--- src/design/akf_pkg.sv ---
`timescale 1ns / 1ps
// ----------------------------------------------------------------------------
// akf_pkg
// Shared types, constants and the micro-program of the altitude Kalman filter.
// ----------------------------------------------------------------------------
package akf_pkg;

  localparam int STATE_COUNT = 3;

  // Configuration register indexes and width.
  localparam int CFG_W     = 31;
  localparam int CFG_IDX_W = 3;
  localparam logic [CFG_IDX_W-1:0] CFG_ACCEL_NOISE = 3'd0;
  localparam logic [CFG_IDX_W-1:0] CFG_BIAS_NOISE  = 3'd1;
  localparam logic [CFG_IDX_W-1:0] CFG_BARO_NOISE  = 3'd2;
  localparam logic [CFG_IDX_W-1:0] CFG_GPSP_NOISE  = 3'd3;
  localparam logic [CFG_IDX_W-1:0] CFG_GPSV_NOISE  = 3'd4;

  localparam logic [CFG_W-1:0] CFG_ACCEL_RST = 31'd65536;
  localparam logic [CFG_W-1:0] CFG_BIAS_RST  = 31'd655;
  localparam logic [CFG_W-1:0] CFG_MEAS_RST  = 31'd65536;

  // Fixed-point constants (Q16.16).
  localparam logic [31:0] FX_HALF    = 32'd32768;
  localparam logic [31:0] FX_INIT_P0 = 32'd327680;
  localparam logic [31:0] FX_INIT_P1 = 32'd131072;
  localparam logic [31:0] FX_INIT_P2 = 32'd655;
  localparam logic [31:0] FX_MAX     = 32'h7fff_ffff;
  localparam logic [31:0] FX_MIN     = 32'h8000_0000;
  localparam logic [15:0] DT_MIN     = 16'd66;
  localparam logic [15:0] DT_MAX     = 16'd6553;

  // Divider sizing: a 32-bit dividend scaled by 2^16.
  localparam int DIV_BITS  = 48;
  localparam int DIV_CNT_W = 6;

  // Scratch memory layout.
  localparam int MEM_DEPTH = 32;
  localparam int MEM_AW    = 5;
  localparam logic [5:0] X0  = 6'd0;
  localparam logic [5:0] X1  = 6'd1;
  localparam logic [5:0] X2  = 6'd2;
  localparam logic [5:0] P00 = 6'd3;
  localparam logic [5:0] P01 = 6'd4;
  localparam logic [5:0] P02 = 6'd5;
  localparam logic [5:0] P10 = 6'd6;
  localparam logic [5:0] P11 = 6'd7;
  localparam logic [5:0] P12 = 6'd8;
  localparam logic [5:0] P20 = 6'd9;
  localparam logic [5:0] P21 = 6'd10;
  localparam logic [5:0] P22 = 6'd11;
  localparam logic [5:0] T0  = 6'd12;
  localparam logic [5:0] T4  = 6'd16;
  localparam logic [5:0] T8  = 6'd20;
  localparam logic [5:0] W0  = 6'd21;
  localparam logic [5:0] W1  = 6'd22;
  localparam logic [5:0] W2  = 6'd23;
  localparam logic [5:0] W3  = 6'd24;
  localparam logic [5:0] W4  = 6'd25;
  localparam logic [5:0] W5  = 6'd26;
  localparam logic [5:0] W6  = 6'd27;
  localparam logic [5:0] W7  = 6'd28;
  localparam logic [5:0] W8  = 6'd29;

  // Operand codes with bit 5 set select a non-memory source.
  localparam logic [5:0] SP_ZERO = 6'd32;
  localparam logic [5:0] SP_DT   = 6'd33;
  localparam logic [5:0] SP_ACC  = 6'd34;
  localparam logic [5:0] SP_HALF = 6'd35;
  localparam logic [5:0] SP_CFG0 = 6'd36;
  localparam logic [5:0] SP_CFG1 = 6'd37;
  localparam logic [5:0] SP_CFG2 = 6'd38;
  localparam logic [5:0] SP_CFG3 = 6'd39;
  localparam logic [5:0] SP_CFG4 = 6'd40;
  localparam logic [5:0] SP_BARO = 6'd41;
  localparam logic [5:0] SP_GPSP = 6'd42;
  localparam logic [5:0] SP_GPSV = 6'd43;
  localparam logic [5:0] SP_ALT  = 6'd44;
  localparam logic [5:0] SP_PC0  = 6'd45;
  localparam logic [5:0] SP_PC1  = 6'd46;
  localparam logic [5:0] SP_PC2  = 6'd47;

  // Program entry points.
  localparam logic [7:0] PC_INIT   = 8'd0;
  localparam logic [7:0] PC_UPDATE = 8'd13;
  localparam logic [7:0] PC_BARO   = 8'd67;
  localparam logic [7:0] PC_FUSE_B = 8'd68;
  localparam logic [7:0] PC_FUSE_P = 8'd97;
  localparam logic [7:0] PC_FUSE_V = 8'd126;
  localparam logic [7:0] PC_LAST   = 8'd154;

  typedef enum logic [2:0] {
    OP_END, OP_ADD, OP_SUB, OP_MUL, OP_DIV, OP_DEN
  } op_t;

  typedef enum logic [1:0] {G_ALL, G_BARO, G_GPS} grp_t;

  typedef struct packed {
    op_t        op;
    grp_t       grp;
    logic       cond;
    logic [5:0] a;
    logic [5:0] b;
    logic [5:0] d;
  } uop_t;

  typedef enum logic [2:0] {
    ST_IDLE, ST_READ, ST_EXEC, ST_MUL, ST_DIV, ST_WRITE, ST_DONE
  } state_t;

  typedef struct packed {
    logic        done;
    logic        sat;
    logic [31:0] quot;
  } div_res_t;

  typedef struct packed {
    logic        sat;
    logic [31:0] val;
  } satv_t;

  // Clamp a 33-bit sum to the signed 32-bit range.
  function automatic satv_t sat33(input logic [32:0] s);
    satv_t r;
    r.sat = s[32] ^ s[31];
    r.val = r.sat ? (s[32] ? FX_MIN : FX_MAX) : s[31:0];
    return r;
  endfunction

  // Clamp a 64-bit value to the signed 32-bit range.
  function automatic satv_t sat64(input logic [63:0] s);
    satv_t r;
    r.sat = !((&s[63:31]) || !(|s[63:31]));
    r.val = r.sat ? (s[63] ? FX_MIN : FX_MAX) : s[31:0];
    return r;
  endfunction

  function automatic uop_t mk(input op_t op, input grp_t g, input logic c,
                              input logic [5:0] a, input logic [5:0] b,
                              input logic [5:0] d);
    uop_t u;
    u.op = op; u.grp = g; u.cond = c; u.a = a; u.b = b; u.d = d;
    return u;
  endfunction

  // Address of covariance entry (r, c).
  function automatic logic [5:0] pad(input logic [1:0] r, input logic [1:0] c);
    return P00 + 6'(r) * 6'd3 + 6'(c);
  endfunction

  // One step of a scalar fusion on state m, done in place on the covariance.
  // Rows other than m are updated first so row m is still intact for them.
  function automatic uop_t fuse_uop(input logic [4:0] idx, input logic [1:0] m,
                                    input logic [5:0] z, input logic [5:0] r,
                                    input grp_t g);
    uop_t       u;
    logic [4:0] e;
    logic [4:0] f;
    logic [1:0] k;
    logic [1:0] i;
    logic [1:0] j;
    logic [1:0] row;
    u = mk(OP_END, G_ALL, 1'b0, SP_ZERO, SP_ZERO, W3);
    e = 5'd0; f = 5'd0; k = 2'd0; i = 2'd0; j = 2'd0; row = 2'd0;
    if (idx == 5'd0) begin
      u = mk(OP_DEN, g, 1'b0, pad(m, m), r, W5);
    end else if (idx == 5'd1) begin
      u = mk(OP_SUB, g, 1'b1, z, X0 + 6'(m), W6);
    end else if (idx <= 5'd4) begin
      i = 2'(idx - 5'd2);
      u = mk(OP_DIV, g, 1'b1, pad(i, m), W5, W8 + 6'(i));
    end else if (idx <= 5'd10) begin
      e = idx - 5'd5;
      i = e[2:1];
      if (!e[0]) u = mk(OP_MUL, g, 1'b1, W8 + 6'(i), W6, W3);
      else       u = mk(OP_ADD, g, 1'b1, X0 + 6'(i), W3, X0 + 6'(i));
    end else if (idx <= 5'd28) begin
      e = idx - 5'd11;
      k = (e < 5'd6) ? 2'd0 : ((e < 5'd12) ? 2'd1 : 2'd2);
      f = e - 5'(k) * 5'd6;
      j = f[2:1];
      row = (k == 2'd2) ? m : ((k < m) ? k : k + 2'd1);
      if (!f[0]) u = mk(OP_MUL, g, 1'b1, W8 + 6'(row), pad(m, j), W3);
      else       u = mk(OP_SUB, g, 1'b1, pad(row, j), W3, pad(row, j));
    end
    return u;
  endfunction

  // Micro-program: init, predict, then the three optional fusions.
  function automatic uop_t prog_rom(input logic [7:0] pc);
    uop_t u;
    u = mk(OP_END, G_ALL, 1'b0, SP_ZERO, SP_ZERO, W3);
    if (pc < PC_BARO) begin
      case (pc)
        // Initialization from altitude.
        8'd0:  u = mk(OP_SUB, G_ALL, 1'b0, SP_ZERO, SP_ALT, X0);
        8'd1:  u = mk(OP_ADD, G_ALL, 1'b0, SP_ZERO, SP_ZERO, X1);
        8'd2:  u = mk(OP_ADD, G_ALL, 1'b0, SP_ZERO, SP_ZERO, X2);
        8'd3:  u = mk(OP_ADD, G_ALL, 1'b0, SP_ZERO, SP_PC0, P00);
        8'd4:  u = mk(OP_ADD, G_ALL, 1'b0, SP_ZERO, SP_ZERO, P01);
        8'd5:  u = mk(OP_ADD, G_ALL, 1'b0, SP_ZERO, SP_ZERO, P02);
        8'd6:  u = mk(OP_ADD, G_ALL, 1'b0, SP_ZERO, SP_ZERO, P10);
        8'd7:  u = mk(OP_ADD, G_ALL, 1'b0, SP_ZERO, SP_PC1, P11);
        8'd8:  u = mk(OP_ADD, G_ALL, 1'b0, SP_ZERO, SP_ZERO, P12);
        8'd9:  u = mk(OP_ADD, G_ALL, 1'b0, SP_ZERO, SP_ZERO, P20);
        8'd10: u = mk(OP_ADD, G_ALL, 1'b0, SP_ZERO, SP_ZERO, P21);
        8'd11: u = mk(OP_ADD, G_ALL, 1'b0, SP_ZERO, SP_PC2, P22);
        8'd12: u = mk(OP_END, G_ALL, 1'b0, SP_ZERO, SP_ZERO, W3);
        // State prediction.
        8'd13: u = mk(OP_MUL, G_ALL, 1'b0, SP_DT, SP_DT, W0);
        8'd14: u = mk(OP_SUB, G_ALL, 1'b0, SP_ACC, X2, W1);
        8'd15: u = mk(OP_MUL, G_ALL, 1'b0, W1, W0, W2);
        8'd16: u = mk(OP_MUL, G_ALL, 1'b0, W2, SP_HALF, W2);
        8'd17: u = mk(OP_MUL, G_ALL, 1'b0, X1, SP_DT, W3);
        8'd18: u = mk(OP_ADD, G_ALL, 1'b0, W3, W2, W3);
        8'd19: u = mk(OP_ADD, G_ALL, 1'b0, X0, W3, X0);
        8'd20: u = mk(OP_MUL, G_ALL, 1'b0, W1, SP_DT, W3);
        8'd21: u = mk(OP_ADD, G_ALL, 1'b0, X1, W3, X1);
        // Covariance prediction into the T block.
        8'd22: u = mk(OP_ADD, G_ALL, 1'b0, P01, P10, W3);
        8'd23: u = mk(OP_MUL, G_ALL, 1'b0, SP_DT, P11, W4);
        8'd24: u = mk(OP_ADD, G_ALL, 1'b0, W3, W4, W3);
        8'd25: u = mk(OP_MUL, G_ALL, 1'b0, SP_DT, W3, W3);
        8'd26: u = mk(OP_ADD, G_ALL, 1'b0, P00, W3, T0);
        8'd27: u = mk(OP_SUB, G_ALL, 1'b0, P11, P02, W3);
        8'd28: u = mk(OP_MUL, G_ALL, 1'b0, SP_DT, P12, W4);
        8'd29: u = mk(OP_SUB, G_ALL, 1'b0, W3, W4, W3);
        8'd30: u = mk(OP_MUL, G_ALL, 1'b0, SP_DT, W3, W3);
        8'd31: u = mk(OP_ADD, G_ALL, 1'b0, P01, W3, T0 + 6'd1);
        8'd32: u = mk(OP_MUL, G_ALL, 1'b0, SP_DT, P12, W3);
        8'd33: u = mk(OP_ADD, G_ALL, 1'b0, P02, W3, T0 + 6'd2);
        8'd34: u = mk(OP_SUB, G_ALL, 1'b0, P11, P20, W3);
        8'd35: u = mk(OP_MUL, G_ALL, 1'b0, SP_DT, P21, W4);
        8'd36: u = mk(OP_SUB, G_ALL, 1'b0, W3, W4, W3);
        8'd37: u = mk(OP_MUL, G_ALL, 1'b0, SP_DT, W3, W3);
        8'd38: u = mk(OP_ADD, G_ALL, 1'b0, P10, W3, T0 + 6'd3);
        8'd39: u = mk(OP_SUB, G_ALL, 1'b0, SP_ZERO, P21, W3);
        8'd40: u = mk(OP_SUB, G_ALL, 1'b0, W3, P12, W3);
        8'd41: u = mk(OP_MUL, G_ALL, 1'b0, SP_DT, P22, W4);
        8'd42: u = mk(OP_ADD, G_ALL, 1'b0, W3, W4, W3);
        8'd43: u = mk(OP_MUL, G_ALL, 1'b0, SP_DT, W3, W3);
        8'd44: u = mk(OP_ADD, G_ALL, 1'b0, P11, W3, T4);
        8'd45: u = mk(OP_MUL, G_ALL, 1'b0, SP_DT, P22, W3);
        8'd46: u = mk(OP_SUB, G_ALL, 1'b0, P12, W3, T0 + 6'd5);
        8'd47: u = mk(OP_MUL, G_ALL, 1'b0, SP_DT, P21, W3);
        8'd48: u = mk(OP_ADD, G_ALL, 1'b0, P20, W3, T0 + 6'd6);
        8'd49: u = mk(OP_MUL, G_ALL, 1'b0, SP_DT, P22, W3);
        8'd50: u = mk(OP_SUB, G_ALL, 1'b0, P21, W3, T0 + 6'd7);
        8'd51: u = mk(OP_ADD, G_ALL, 1'b0, P22, SP_ZERO, T8);
        // Process noise.
        8'd52: u = mk(OP_MUL, G_ALL, 1'b0, SP_HALF, W0, W3);
        8'd53: u = mk(OP_MUL, G_ALL, 1'b0, W3, SP_CFG0, W3);
        8'd54: u = mk(OP_ADD, G_ALL, 1'b0, T0, W3, T0);
        8'd55: u = mk(OP_MUL, G_ALL, 1'b0, SP_DT, SP_CFG0, W3);
        8'd56: u = mk(OP_ADD, G_ALL, 1'b0, T4, W3, T4);
        8'd57: u = mk(OP_ADD, G_ALL, 1'b0, T8, SP_CFG1, T8);
        default: begin
          // Copy the predicted covariance back, one entry per step.
          u = mk(OP_ADD, G_ALL, 1'b0, T0 + 6'(pc - 8'd58), SP_ZERO,
                 P00 + 6'(pc - 8'd58));
        end
      endcase
    end else if (pc == PC_BARO) begin
      u = mk(OP_SUB, G_BARO, 1'b0, SP_ZERO, SP_BARO, W7);
    end else if (pc < PC_FUSE_P) begin
      u = fuse_uop(5'(pc - PC_FUSE_B), 2'd0, W7, SP_CFG2, G_BARO);
    end else if (pc < PC_FUSE_V) begin
      u = fuse_uop(5'(pc - PC_FUSE_P), 2'd0, SP_GPSP, SP_CFG3, G_GPS);
    end else if (pc <= PC_LAST) begin
      u = fuse_uop(5'(pc - PC_FUSE_V), 2'd1, SP_GPSV, SP_CFG4, G_GPS);
    end
    return u;
  endfunction

endpackage

--- src/design/akf_div.sv ---
`timescale 1ns / 1ps
// ----------------------------------------------------------------------------
// akf_div
// Radix-2 restoring divider for the Q16.16 quotient (a * 2^16) / b.
// ----------------------------------------------------------------------------
module akf_div
  import akf_pkg::*;
(
  input  logic        clk,
  input  logic        rst,
  input  logic        start,
  input  logic [31:0] num_a,
  input  logic [31:0] den_b,
  output div_res_t    res
);

  logic                    busy;
  logic                    done;
  logic                    neg;
  logic [DIV_CNT_W-1:0]    count;
  logic [DIV_BITS-1:0]     num;
  logic [32:0]             rem;
  logic [31:0]             den;
  logic [31:0]             abs_a;
  logic [31:0]             abs_b;
  logic [32:0]             rem_sh;
  logic                    ge;

  assign abs_a  = num_a[31] ? (~num_a + 32'd1) : num_a;
  assign abs_b  = den_b[31] ? (~den_b + 32'd1) : den_b;
  assign rem_sh = {rem[31:0], num[DIV_BITS-1]};
  assign ge     = rem_sh >= {1'b0, den};

  // One quotient bit per cycle; the dividend register fills with the quotient.
  always_ff @(posedge clk) begin
    if (rst) begin
      busy <= 1'b0;
      done <= 1'b0;
    end else begin
      done <= 1'b0;
      if (start) begin
        if (den_b == 32'd0) begin
          num  <= '0;
          neg  <= 1'b0;
          done <= 1'b1;
        end else begin
          num   <= {abs_a, 16'h0000};
          rem   <= '0;
          den   <= abs_b;
          neg   <= num_a[31] ^ den_b[31];
          count <= DIV_CNT_W'(DIV_BITS);
          busy  <= 1'b1;
        end
      end else if (busy) begin
        rem   <= ge ? (rem_sh - {1'b0, den}) : rem_sh;
        num   <= {num[DIV_BITS-2:0], ge};
        count <= count - DIV_CNT_W'(1);
        if (count == DIV_CNT_W'(1)) begin
          busy <= 1'b0;
          done <= 1'b1;
        end
      end
    end
  end

  // Sign and clamp of the finished quotient.
  always_comb begin
    res.done = done;
    if (neg) begin
      res.sat  = (|num[DIV_BITS-1:32]) || (num[31] && (|num[30:0]));
      res.quot = res.sat ? FX_MIN : (~num[31:0] + 32'd1);
    end else begin
      res.sat  = |num[DIV_BITS-1:31];
      res.quot = res.sat ? FX_MAX : num[31:0];
    end
  end

endmodule

--- config.mk ---
export PLATFORM = sky130hd
export DESIGN_NAME = akf_div
export DESIGN_NICKNAME = d
export VERILOG_FILES = /design/src/design/akf_pkg.sv /design/src/design/akf_div.sv
export SDC_FILE = /design/constraint.sdc
export NUM_CORES = 1
export LEC_CHECK = 0
export BUFFER_PORTS_ARGS = -buffer_cell sky130_fd_sc_hd__buf_2
export CAP_MARGIN = 10
export CORE_MARGIN = 2
export CORE_UTILIZATION = 40
export CTS_BUF_LIST = sky130_fd_sc_hd__clkbuf_4 sky130_fd_sc_hd__clkbuf_8
export DETAILED_ROUTE_END_ITERATION = 8
export PLACE_DENSITY = 0.6
export SKIP_LAST_GASP = 1
export SYNTH_ARGS = -nofsm -noshare
export SYNTH_HDL_FRONTEND = slang
export SYNTH_SLANG_ARGS = --single-unit
--- constraint.sdc ---
create_clock -name clk -period 6.75 [get_ports clk]
set_input_delay 0.3375 -clock clk [delete_from_list [all_inputs] [get_ports clk]]
set_output_delay 0.3375 -clock clk [all_outputs]
set_load 0.01 [all_outputs]
# == After elaboration in Yosys (flattened, before gate mapping) ==
# Index checks and enable logic that the tools add are counted.
# totals
ff_bits,121
output_inout_bits,34
word_cells,56
# classes
n_addsub,5
n_lt_le_gt_ge,1
eq_ne,2
n_mux,23
bitwise_logic,6
reduce_logical,11
# ops
cell,count
2-to-1 mux 32 bit,7
2-to-1 mux 48 bit,3
"adder 32 x 1 -> 32 bit, second input constant",3
NOT 32 bit,3
>= comparator 33 x 32 -> 1 bit,1
2-to-1 mux 33 bit,1
logical NOT 32 bit,1
subtractor 32 bit,1
2-to-1 mux 31 bit,1
OR reduction 31 bit,1
2-to-1 mux 6 bit,3
OR reduction 17 bit,1
OR reduction 16 bit,1
2-to-1 mux 1 bit,8
"== test 6 x 1 -> 1 bit, second input constant",1
AND reduction 3 bit,2
"subtractor 6 x 1 -> 6 bit, second input constant",1
AND reduction 2 bit,2
"!= test 2 bit, second input constant",1
NOT 1 bit,2
nonzero test 2 bit,1
logical AND 1 bit,1
logical OR 1 bit,1
XOR 1 bit,1

# == Logic depth before layout (Yosys ltp) ==
# Gate-level depths: netlist of run 1.
# logic_depth
word_depth,5
depth_mapped,13
ltp_nobuf,11

# == Worst setup path after synthesis of run 1 ==
# OpenSTA, ideal clock, no wires.
# synth_timing
path_kind,input to register
startpoint,input start
endpoint,register count[0] (enable)
setup_time_ns,0.492
arrival_ns,5.673
path_slack_ns,0.586
cell_stages,4
path_cell_list,clkbuf_1 nor2_1 nor2_1 a21boi_0
# synth_between
elab_chain_len,2
elab_cells_between_ends,3
cone_classes,eq/ne (1); reduce/logical (2)
# synth_rtl
element,line_no,source
from (decl),akf_div.sv:11,"input logic start,"
!= test 2 bit (no line) / nonzero test 2 bit (equally long branches),-,
AND reduction 3 bit (no line) *,-,
to (signal assigned),akf_div.sv:51,count <= DIV_CNT_W'(DIV_BITS);
to (signal assigned),akf_div.sv:57,count <= count - DIV_CNT_W'(1);
to (decl),akf_div.sv:20,logic [DIV_CNT_W-1:0] count;
# Mark *: on every way between the ends. The rest lies on a longest branch, timed or not.
# A chain may end at the register's enable or synchronous reset.

==> metrics.cfg, run 1 <==
[critical_path]
r2r-start = rem[25]
cp-end-kind = primary output
reg2reg_depth = 9
crit_path_cell_trace = inv_1 > ha_1 > or4b_4 > or3_1 > or4_4 > o21ai_0 > nand2b_1 > nor4_1 > o21ai_0 > o311ai_0 > buf_2
arrival_ns = 4.09
worst_path_largest_cell_delay_ns = 0.60
critPathLaunchType = register
rr_endpoint = rem[29]
crit_top_cell = o21ai_0
cpMaxStageDelayCell = or4_4
required_ns = 6.41
critPathMaxFanout = 15
crit_family = simple AND/OR/NAND/NOR gates
crit_start = num[0]
path_buf_inv = 2
rrSetupSlack_ns = 3.16
worstSetupPathType = register to primary output

[synth]
synth-seq-cells = 121
synth_area_leaders = edfxtp_1 39%, xnor2_1 6.0%, nand2_1 5.1%
synth_nets = 1147
netlist_instances = 1042
synth-main-ff-cell = edfxtp_1
yosysWarnings = 0
ys_async_sr_fraction = 0
yosys.area.top_type = edfxtp_1
avgSynthCellArea_sq_um = 8.71
synth_top_area_share = 0.394
yosys.cell_types.count = 65
yosysSeqAreaShare = 0.398
synth_edf_count = 119
netlist_area_sq_um = 9070

[timing]
setup_tns_ns = 0
maxSlewHeadroom = 0.198
worst_pin_slew_ns = 1.20
fmax_ghz = 0.226
finalMaxSlewViolations = 0
hold_viol = 0
rsz0062_at_grt = false
fin_crit_ns = 4.43
min_period_over_period = 0.656
setup_viol = 0
fin_worst_skew_ns = 0.0154

[die]
rows = 55
fp.coreArea_sq_um = 22400
num_io_pins = 101
die_area_sq_um = 23900
initial_core_util = 0.405
fp.dieW_microns = 155
die_h_microns = 155

[routing]
ant_nets = 0
drtIter0Drc = 641
routed_via_density = 5.60
wl_per_cell_microns = 16.2
routed_wl_mm = 23.1
drc = 0
vias = 7951
dr.pass1.iters = 5

[power_and_ir_drop]
p_leak_nw = 3.94
p_per_area_nw_per_um2 = 228
vdd_ir_drop_max_mv = 0.123

[cts]
cts_root_buf = clkbuf_8
post_cts_resized = 0
cts.clk_slew.worst_paths_ns = 0.08
clockBufferDepth = 2
clock_latency_ns = 0.45
hold_buffers = 0
cts_made_buffers = 17
h-tree-depth = 4
cts_tree = done
cts_setup_buffers = 0
cts.sinks = 121

[placed_design]
gp_congestion = 0.893
portBuffers = 100
dp_hpwl_mm = 16.9

[worst_hold_path]
hold_start = den_b[0]
hold_depth = 1
hold_end = den[0]
hold_path.class = input port to register

[job]
drv_cap = 0

[grt]
overflow = 0
antenna_found_initial = 0
grt_start_max_net_pins = 61
grt_pass1_vias = 7277
grt_first_pass_wirelength_mm = 37.9
grtUsageTotal = 0.196

[finish]
final_layout_size_suffix_gt1_frac = 0.141
final_common_cell = nand2_1
utilization = 0.458
n_antenna_cell = 0
fin_nets = 1226
syn2layout_area_growth_pct = 13.1
final_cell_mix = 124 x nand2_1, 119 x edfxtp_1, 100 x buf_2, 86 x a21oi_1, 76 x o21ai_0

[outcome]
run_status = complete, no violations

-- how the worst max path moves through the flow --
| stage | to | cells after the start |
|---|---|---|
| after detailed placement | num[32] | 9 |
| after global placement | num[30] | 9 |
| after CTS | res[29] | 11 |
| final | res[29] | 11 |
| after global routing | res[29] | 11 |
| after floorplan | count[0] | 4 |
-- area by class of cell --
cell class / instances / area [sq um]
inverters: 74 / 278
well taps: 285 / 357
clock inverters: 15 / 214
multi-input cells: 800 / 5020
repair buffers: 107 / 553
flip-flops and latches: 121 / 3610
clock buffers: 17 / 234
fillers: 2207 / 12200
-- worst register-to-register path, cell delays in order (launching register included) --
cell      delay, ns
edfxtp_1       0.40
ha_1           0.45
nand3_1        0.24
or4_1          0.56
o31ai_1        0.28
a21oi_1        0.07
nand3_1        0.10
and2_1         0.83
o221a_2        0.35
a21oi_1        0.06
-- per-layer routing --
layer | track usage | up-vias | share of wire
met5 | 0 | - | 0
met4 | 0.0613 | 0 | 0.016
met3 | 0.0266 | 25 | 0.042
met2 | 0.297 | 193 | 0.44
met1 | 0.290 | 3740 | 0.50
li1 | - | 3993 | -
-- power by group --
| part | total, W | switching (W) | internal [W] |
|---|---|---|---|
| Combinational | 0.000632 | 0.000381 | 0.000250 |
| Sequential | 0.000957 | 0.0000451 | 0.000912 |
| Clock | 0.000756 | 0.000344 | 0.000411 |
-- through the flow --
step | hold slack, ns | total power (W) | cells | worst slack (ns) | area (sq um)
after floorplan | 0.407 | 0.00142 | 1042 | 0.586 | 9070
after global placement | 0.531 | 0.00160 | 1387 | 2.79 | 9820
after detailed placement | 0.533 | 0.00160 | 1387 | 2.69 | 9820
after CTS | 0.0836 | 0.00236 | 1419 | 2.29 | 10300
after global routing | 0.0993 | 0.00248 | 1419 | 1.96 | 10300
final | 0.112 | 0.00234 | 1419 | 2.32 | 10300
-- cells in the mapped netlist (6+ instances only) --
master,instances
o21a_1,13
edfxtp_1,119
nand4_1,13
nor2b_1,23
clkbuf_1,39
o21bai_1,7
or3_1,20
o31ai_1,20
or4_1,17
o211ai_1,6
a21boi_0,6
nand2b_1,8
a21o_1,14
o311ai_0,6
a21oi_1,86
nor2_1,69
nor3_1,26
ha_1,37
o41ai_1,10
nor4_1,15
o2bb2ai_1,8
xnor2_1,62
xor2_1,15
nand3_1,37
o21ai_0,76
nand2_1,124
inv_1,73
and3_1,8
-- state kept, by name, summed over array words and instances (netlist names) --
signal / cells
busy: 1
count: 6
den: 32
done: 1
neg: 1
num: 48
rem: 32
-- cells by family after synthesis --
kind of cell	Yosys count	share of synthesized area
AND/OR/NAND/NOR	388	0.214
AO/OA/AOI/OAI	293	0.204
buffers and inverters	121	0.0514
flip-flops	121	0.398
XOR/XNOR	77	0.0743
adder cells (fa/ha/maj)	38	0.0532
multiplexers	4	0.00441
(Power assumes the default switching activity.)
==> run 2, diff against run 1 <==
--- a/config.mk
+++ b/config.mk
@@ -11,7 +11,7 @@
 export CORE_UTILIZATION = 40
 export CTS_BUF_LIST = sky130_fd_sc_hd__clkbuf_4 sky130_fd_sc_hd__clkbuf_8
 export DETAILED_ROUTE_END_ITERATION = 8
-export PLACE_DENSITY = 0.6
+export PLACE_DENSITY = 0.62
 export SKIP_LAST_GASP = 1
 export SYNTH_ARGS = -nofsm -noshare
 export SYNTH_HDL_FRONTEND = slang
==> constraint.sdc (replaced) <==
create_clock -name clk -period 3.8 [get_ports clk]
set_input_delay 0.19 -clock clk [delete_from_list [all_inputs] [get_ports clk]]
set_output_delay 0.19 -clock clk [all_outputs]
set_load 0.01 [all_outputs]
==> run 2 against run 1 <==
Effect of this change:
- the run now ends with setup timing left
- sequential share of layout area decreased by 0.76 points
- register-to-register slack worse by 2.5 ns
- non-clock buffer count is 32 higher
- combinational power increased by 85%
- worst setup slack got worse by 2.4 ns
- global-route usage about the same
- final cell count grew 2.3%
- sequential power increased by 78%
- wire length increased by 1.1%
- clock power grew 36%
==> metrics.cfg, run 2 (synthesized netlist as in run 1, its figures left out) <==
[power_and_ir_drop]
p_leak_nw = 4.08  ; +3.5%
vdd_ir_drop_max_mv = 0.188  ; +53%
p_per_area_nw_per_um2 = 371  ; +62%

[routing]
ant_nets = 0  ; unchanged
drtIter0Drc = 570  ; -11%
vias = 8066  ; +1.4%
drc = 0  ; unchanged
wl_per_cell_microns = 16.1  ; -1.2%
routed_via_density = 5.56  ; -0.79%
routed_wl_mm = 23.3  ; +1.1%
dr.pass1.iters = 6  ; +1

[timing]
min_period_over_period = 1.03
maxSlewHeadroom = 0.422  ; +0.224
worst_pin_slew_ns = 0.866  ; -0.333 ns
finalMaxSlewViolations = 0  ; unchanged
rsz0062_at_grt = true
fmax_ghz = 0.257
hold_viol = 0  ; unchanged
worst_slack_ns = -0.0986  ; -2.42 ns
setup_viol = 2  ; +2
fin_crit_ns = 3.90
fin_worst_skew_ns = 0.0208  ; +0.00534 ns

[grt]
grt_pass1_vias = 7692  ; +5.7%
grt_first_pass_wirelength_mm = 38.1  ; +0.62%
overflow = 0  ; unchanged
antenna_found_initial = 1  ; +1
grtUsageTotal = 0.196  ; +0.000278
grt_start_max_net_pins = 57  ; -6.6%

[critical_path]
arrival_ns = 3.71  ; -0.38 ns
required_ns = 3.61  ; -2.80 ns
reg2reg_depth = 10  ; +1
worstSetupPathType = register to primary output
crit_start = num[11]
rr_endpoint = rem[14]
r2r-start = rem[25]
critPathLaunchType = register
critPathMaxFanout = 4  ; -11
cp-end-kind = primary output
cp-endpoint = res[30]
rrSetupSlack_ns = 0.67  ; -2.49 ns

[finish]
final_cell_mix = 123 x nand2_1, 119 x edfxtp_1, 100 x buf_2, 86 x a21oi_1, 75 x o21ai_0
stdcell_count = 1451  ; +2.3%
final_layout_size_suffix_gt1_frac = 0.172  ; +0.0306
largest_register_ffs = 48  ; unchanged
fin_nets = 1258  ; +2.6%
syn2layout_area_growth_pct = 15.6
design_area_sq_um = 10500  ; +2.2%
regMostFlops = num
top_regs = num (48), den (32), rem (32)
final_common_cell = nand2_1

[cts]
clock_latency_ns = 0.45  ; about the same
cts_tree = done
cts_made_buffers = 17  ; unchanged
clockBufferDepth = 2  ; unchanged
cts_root_buf = clkbuf_8
cts.clk_slew.worst_paths_ns = 0.09  ; about the same
cts.sinks = 121  ; unchanged
h-tree-depth = 4  ; unchanged

[outcome]
run_status = finished with violations
violations = setup timing

[die]
die_area_sq_um = 23900  ; unchanged
rows = 55  ; unchanged
num_io_pins = 101  ; unchanged
die_h_microns = 155  ; unchanged
fp.coreArea_sq_um = 22400  ; unchanged
initial_core_util = 0.405  ; unchanged
fp.dieW_microns = 155  ; unchanged

[worst_hold_path]
hold_path.class = input port to register

[placed_design]
gp_congestion = 0.869  ; -2.6%
portBuffers = 100  ; unchanged
dp_hpwl_mm = 16.9  ; about the same
dpl_cell_area_sq_um = 9990  ; +1.7%
dp_cells = 1407  ; +1.4%

[job]
drv_cap = 0  ; unchanged

## run 2: where the power goes
group	switching (W)	internal, W
sequential	0.0000784	0.00162
clock	0.000567	0.000458
combinational	0.000690	0.000478
## run 2: repair_timing
item	in CTS	in global routing
resized for setup	10	9
pin swaps	4	2
endpoints found under the setup margin	31	26
hold buffers	1	0
endpoints found under the hold margin	1	0
buffers inserted	7	4
## run 2: how the worst min path moves through the flow
stage	from	slack, ns	end	cells after the start
finish	rst	0.02	done	2
global route	rst	0.004	done	2
CTS	rst	0.002	done	2
detailed placement	den_b[0]	0.43	den[0]	1
global placement	den_b[0]	0.43	den[0]	1
floorplan	rst	0.26	done	1
## run 2: critical path, cell delays in order (launching register included)
cell and delay, ns:
edfxtp_1 0.41, or4_4 0.57, or4_4 0.45, or4_4 0.51
or4_4 0.43, or3_4 0.37, nor4_4 0.16, o21ai_2 0.08
o311ai_2 0.09, buf_2 0.18
## run 2: per-stage QoR
| step | setup slack [ns] | TNS [ns] | utilization | power, W | hold WS (ns) |
|---|---|---|---|---|---|
| final | -0.0986 | -0.180 | 0.468 | 0.00389 | 0.0215 |
| after global routing | -0.201 | -1.43 | 0.468 | 0.00413 | 0.00442 |
| after CTS | -0.141 | -0.322 | 0.465 | 0.00390 | 0.00249 |
| after detailed placement | 0.0781 | 0 | 0.445 | 0.00287 | 0.429 |
| after global placement | 0.163 | 0 | 0.445 | 0.00286 | 0.426 |
| after floorplan | 0.0816 | 0 | - | 0.00252 | 0.259 |
## run 2: final cells by class
class	count	area, sq um
Inverter	74	278
Tap cell	285	357
Clock inverter	13	96.3
Clock buffer	18	241
Sequential cell	121	3610
Timing Repair Buffer	139	808
Multi-Input combinational cell	800	5100
Antenna cell	1	2.50
Fill cell	2204	11900
## run 2: layer usage
| layer | up-vias | global-route usage | wire, microns |
|---|---|---|---|
| met1 | 3738 | 0.286 | 11500 |
| met5 | - | 0 | 0 |
| met3 | 46 | 0.0353 | 1320 |
| li1 | 4045 | - | - |
| met4 | 0 | 0.0697 | 583 |
| met2 | 237 | 0.292 | 9940 |
==> run 3, diff against run 2 <==
--- a/config.mk
+++ b/config.mk
@@ -11,7 +11,8 @@
 export CORE_UTILIZATION = 40
 export CTS_BUF_LIST = sky130_fd_sc_hd__clkbuf_4 sky130_fd_sc_hd__clkbuf_8
 export DETAILED_ROUTE_END_ITERATION = 8
-export PLACE_DENSITY = 0.62
+export GPL_TIMING_DRIVEN = 0
+export PLACE_DENSITY = 0.6
 export SKIP_LAST_GASP = 1
 export SYNTH_ARGS = -nofsm -noshare
 export SYNTH_HDL_FRONTEND = slang
==> run 3 against run 2 <==
Effect of this change:
- the flow still finishes with violations (setup timing)
- wire length rose by 12%
- maximum frequency shrank 0.62%
- register-to-register slack worse by 0.41 ns
- die area did not move
- cell area up 4.3%
- sequential share of layout area is 1.4 points lower
- clock power grew 15%
- total power grew 5.2%
- final cell count up 2.6%
- first-iteration DRC count fell by 1.9%
- global-route usage is 2.0 points higher
- highest routed layer unchanged
==> metrics.cfg, run 3 (synthesized netlist as in run 1, its figures left out) <==
[cts]
cts_tree = done
cts.sinks = 121  ; unchanged
cts_made_buffers = 17  ; unchanged
clock_latency_ns = 0.45  ; about the same
cts_root_buf = clkbuf_8
h-tree-depth = 4  ; unchanged
cts.clk_slew.worst_paths_ns = 0.08  ; about the same
clockBufferDepth = 2  ; unchanged

[timing]
setup_viol = 16  ; +14
fin_worst_skew_ns = 0.0166  ; -0.00420 ns
rsz0062_at_grt = true
worst_pin_slew_ns = 0.941  ; +0.0750 ns
finalMaxSlewViolations = 0  ; unchanged
fmax_ghz = 0.255  ; -0.62%
worst_slack_ns = -0.123  ; -0.0243 ns
setup_tns_ns = -0.612  ; -0.432 ns
maxSlewHeadroom = 0.373  ; -0.0494
hold_viol = 0  ; unchanged
min_period_over_period = 1.03  ; +0.00640
hold_slack_ns = 0.0377  ; +0.0162 ns
fin_crit_ns = 3.92  ; +0.0243 ns

[power_and_ir_drop]
vdd_ir_drop_max_mv = 0.177  ; -6.1%
p_seq_frac = 0.415  ; -0.022
power.switching_w = 0.00139  ; +4.0%
sw_frac_of_total = 0.339  ; -0.00395
internal-power_w = 0.00271  ; +5.9%
p_leak_nw = 4.24  ; +4.0%
power_frac_clock = 0.287  ; +0.024
p_per_area_nw_per_um2 = 374  ; +0.93%
p_comb_frac = 0.298  ; -0.002

[finish]
syn2layout_area_growth_pct = 20.6
final_cell_mix = 123 x nand2_1, 119 x edfxtp_1, 100 x buf_2, 82 x a21oi_1, 71 x inv_1
regMostFlops = num
design_area_sq_um = 10900  ; +4.3%
utilization = 0.488  ; +0.0200
stdcell_count = 1489  ; +2.6%
n_antenna_cell = 0  ; -1
fin_nets = 1297  ; +3.1%
final_common_cell = nand2_1
top_regs = num (48), den (32), rem (32)
largest_register_ffs = 48  ; unchanged
final_layout_size_suffix_gt1_frac = 0.184  ; +0.0119

[critical_path]
worst_path_largest_cell_delay_ns = 0.46  ; -0.11 ns
cpMaxStageDelayCell = or4b_4
path_buf_inv = 2  ; +1
crit_family = simple AND/OR/NAND/NOR gates
rrSetupSlack_ns = 0.26  ; -0.41 ns
worstSetupPathType = register to primary output
critPathLaunchType = register
cp-end-kind = primary output
crit_path_cell_trace = inv_2 > ha_4 > or4b_4 > or3_4 > or4_4 > or4_4 > or3_4 > nor4_2 > o21ai_1 > o311ai_2 > buf_2
arrival_ns = 3.73  ; +0.02 ns
critPathMaxFanout = 4  ; unchanged
required_ns = 3.61  ; about the same

[routing]
wl_per_cell_microns = 17.5  ; +8.7%
ant_nets = 0  ; unchanged
routed_via_density = 5.63  ; +1.3%
dr.pass1.iters = 6  ; unchanged
drtIter0Drc = 559  ; -1.9%
vias = 8386  ; +4.0%
routed_wl_mm = 26.0  ; +12%
drc = 0  ; unchanged

[placed_design]
dp_cells = 1430  ; +1.6%
dp_hpwl_mm = 19.2  ; +14%
gp_congestion = 0.908  ; +4.4%
portBuffers = 100  ; unchanged
dpl_cell_area_sq_um = 10000  ; +0.49%

[die]
fp.dieW_microns = 155  ; unchanged
num_io_pins = 101  ; unchanged
die_area_sq_um = 23900  ; unchanged
initial_core_util = 0.405  ; unchanged
fp.coreArea_sq_um = 22400  ; unchanged
rows = 55  ; unchanged
die_h_microns = 155  ; unchanged

[job]
drv_cap = 0  ; unchanged

[outcome]
run_status = finished with violations
violations = setup timing

[grt]
grtUsageTotal = 0.216  ; +0.0201
grt_pass1_vias = 7827  ; +1.8%
grt_start_max_net_pins = 29  ; -49%
overflow = 0  ; unchanged
antenna_found_initial = 0  ; -1
grt_first_pass_wirelength_mm = 41.0  ; +7.6%

[worst_hold_path]
hold_path.class = input port to register

## run 3: cell types whose count changed in the layout (fill, tap and decap cells not counted), moves of 3 or more
cell	delta
clkbuf_1	+33
buf_4	-11
o21ai_0	-6
buf_6	+5
a21oi_1	-4
a21oi_2	+4
o21ai_1	+4
o311ai_0	-4
clkinv_4	+3
clkinvlp_4	-3
o311ai_2	+3
## run 3: final cells by class
type,count,area (sq um)
buffer,42,209
clock buffer,19,249
clock inverter,12,143
fill,2151,11500
inverter,74,278
multi-input combinational,801,5220
sequential,121,3610
tap,285,357
timing repair buffer,135,877
## run 3: routing by layer
metal	GRT usage	wire, microns	vias to the layer above
met2	0.331	11400	286
met5	0	0	-
met3	0.0263	1380	43
li1	-	-	4145
met1	0.316	12600	3912
met4	0.0763	568	0
## run 3: worst paths after layout
kind / start / depth (start not counted) / end
worst max-delay path: num[0] / 11 / res[30]
worst min-delay path: rst / 2 / done
worst max register to register: den[26] / 12 / rem[31]
worst min register to register: busy / 2 / done
## run 3: per-stage QoR
stage,power (W),setup slack [ns]
global placement,0.00287,-1.79
floorplan,0.00252,0.0816
CTS,0.00410,-0.342
detailed placement,0.00289,-0.275
finish,0.00410,-0.123
global route,0.00432,-0.242
## run 3: worst reg2reg max path: cells and delay by family (launching register included)
| family | cells | cell delay, ns |
|---|---|---|
| and+or+nand+nor | 5 | 1.46 |
| buffers and inverters | 3 | 0.78 |
| AOI/OAI and AO/OA | 3 | 0.43 |
| DFF | 1 | 0.33 |
| adders and majority gates | 1 | 0.28 |
## run 3: power by group through the flow
stage	Clock, W	Sequential [W]	Combinational, W
after floorplan	0	0.00170	0.000828
after global placement	0	0.00173	0.00115
after detailed placement	0	0.00172	0.00117
after CTS	0.00120	0.00170	0.00120
after global routing	0.00125	0.00171	0.00136
final	0.00118	0.00170	0.00122
## run 3: repair_timing
item / CTS / global route
pin swaps: 14 / 15
gates cloned: 1 / 2
endpoints found under the hold margin: 1 / 0
endpoints found under the setup margin: 34 / 109
hold buffers: 1 / 0
setup buffers: 16 / 13
resized for setup: 46 / 22
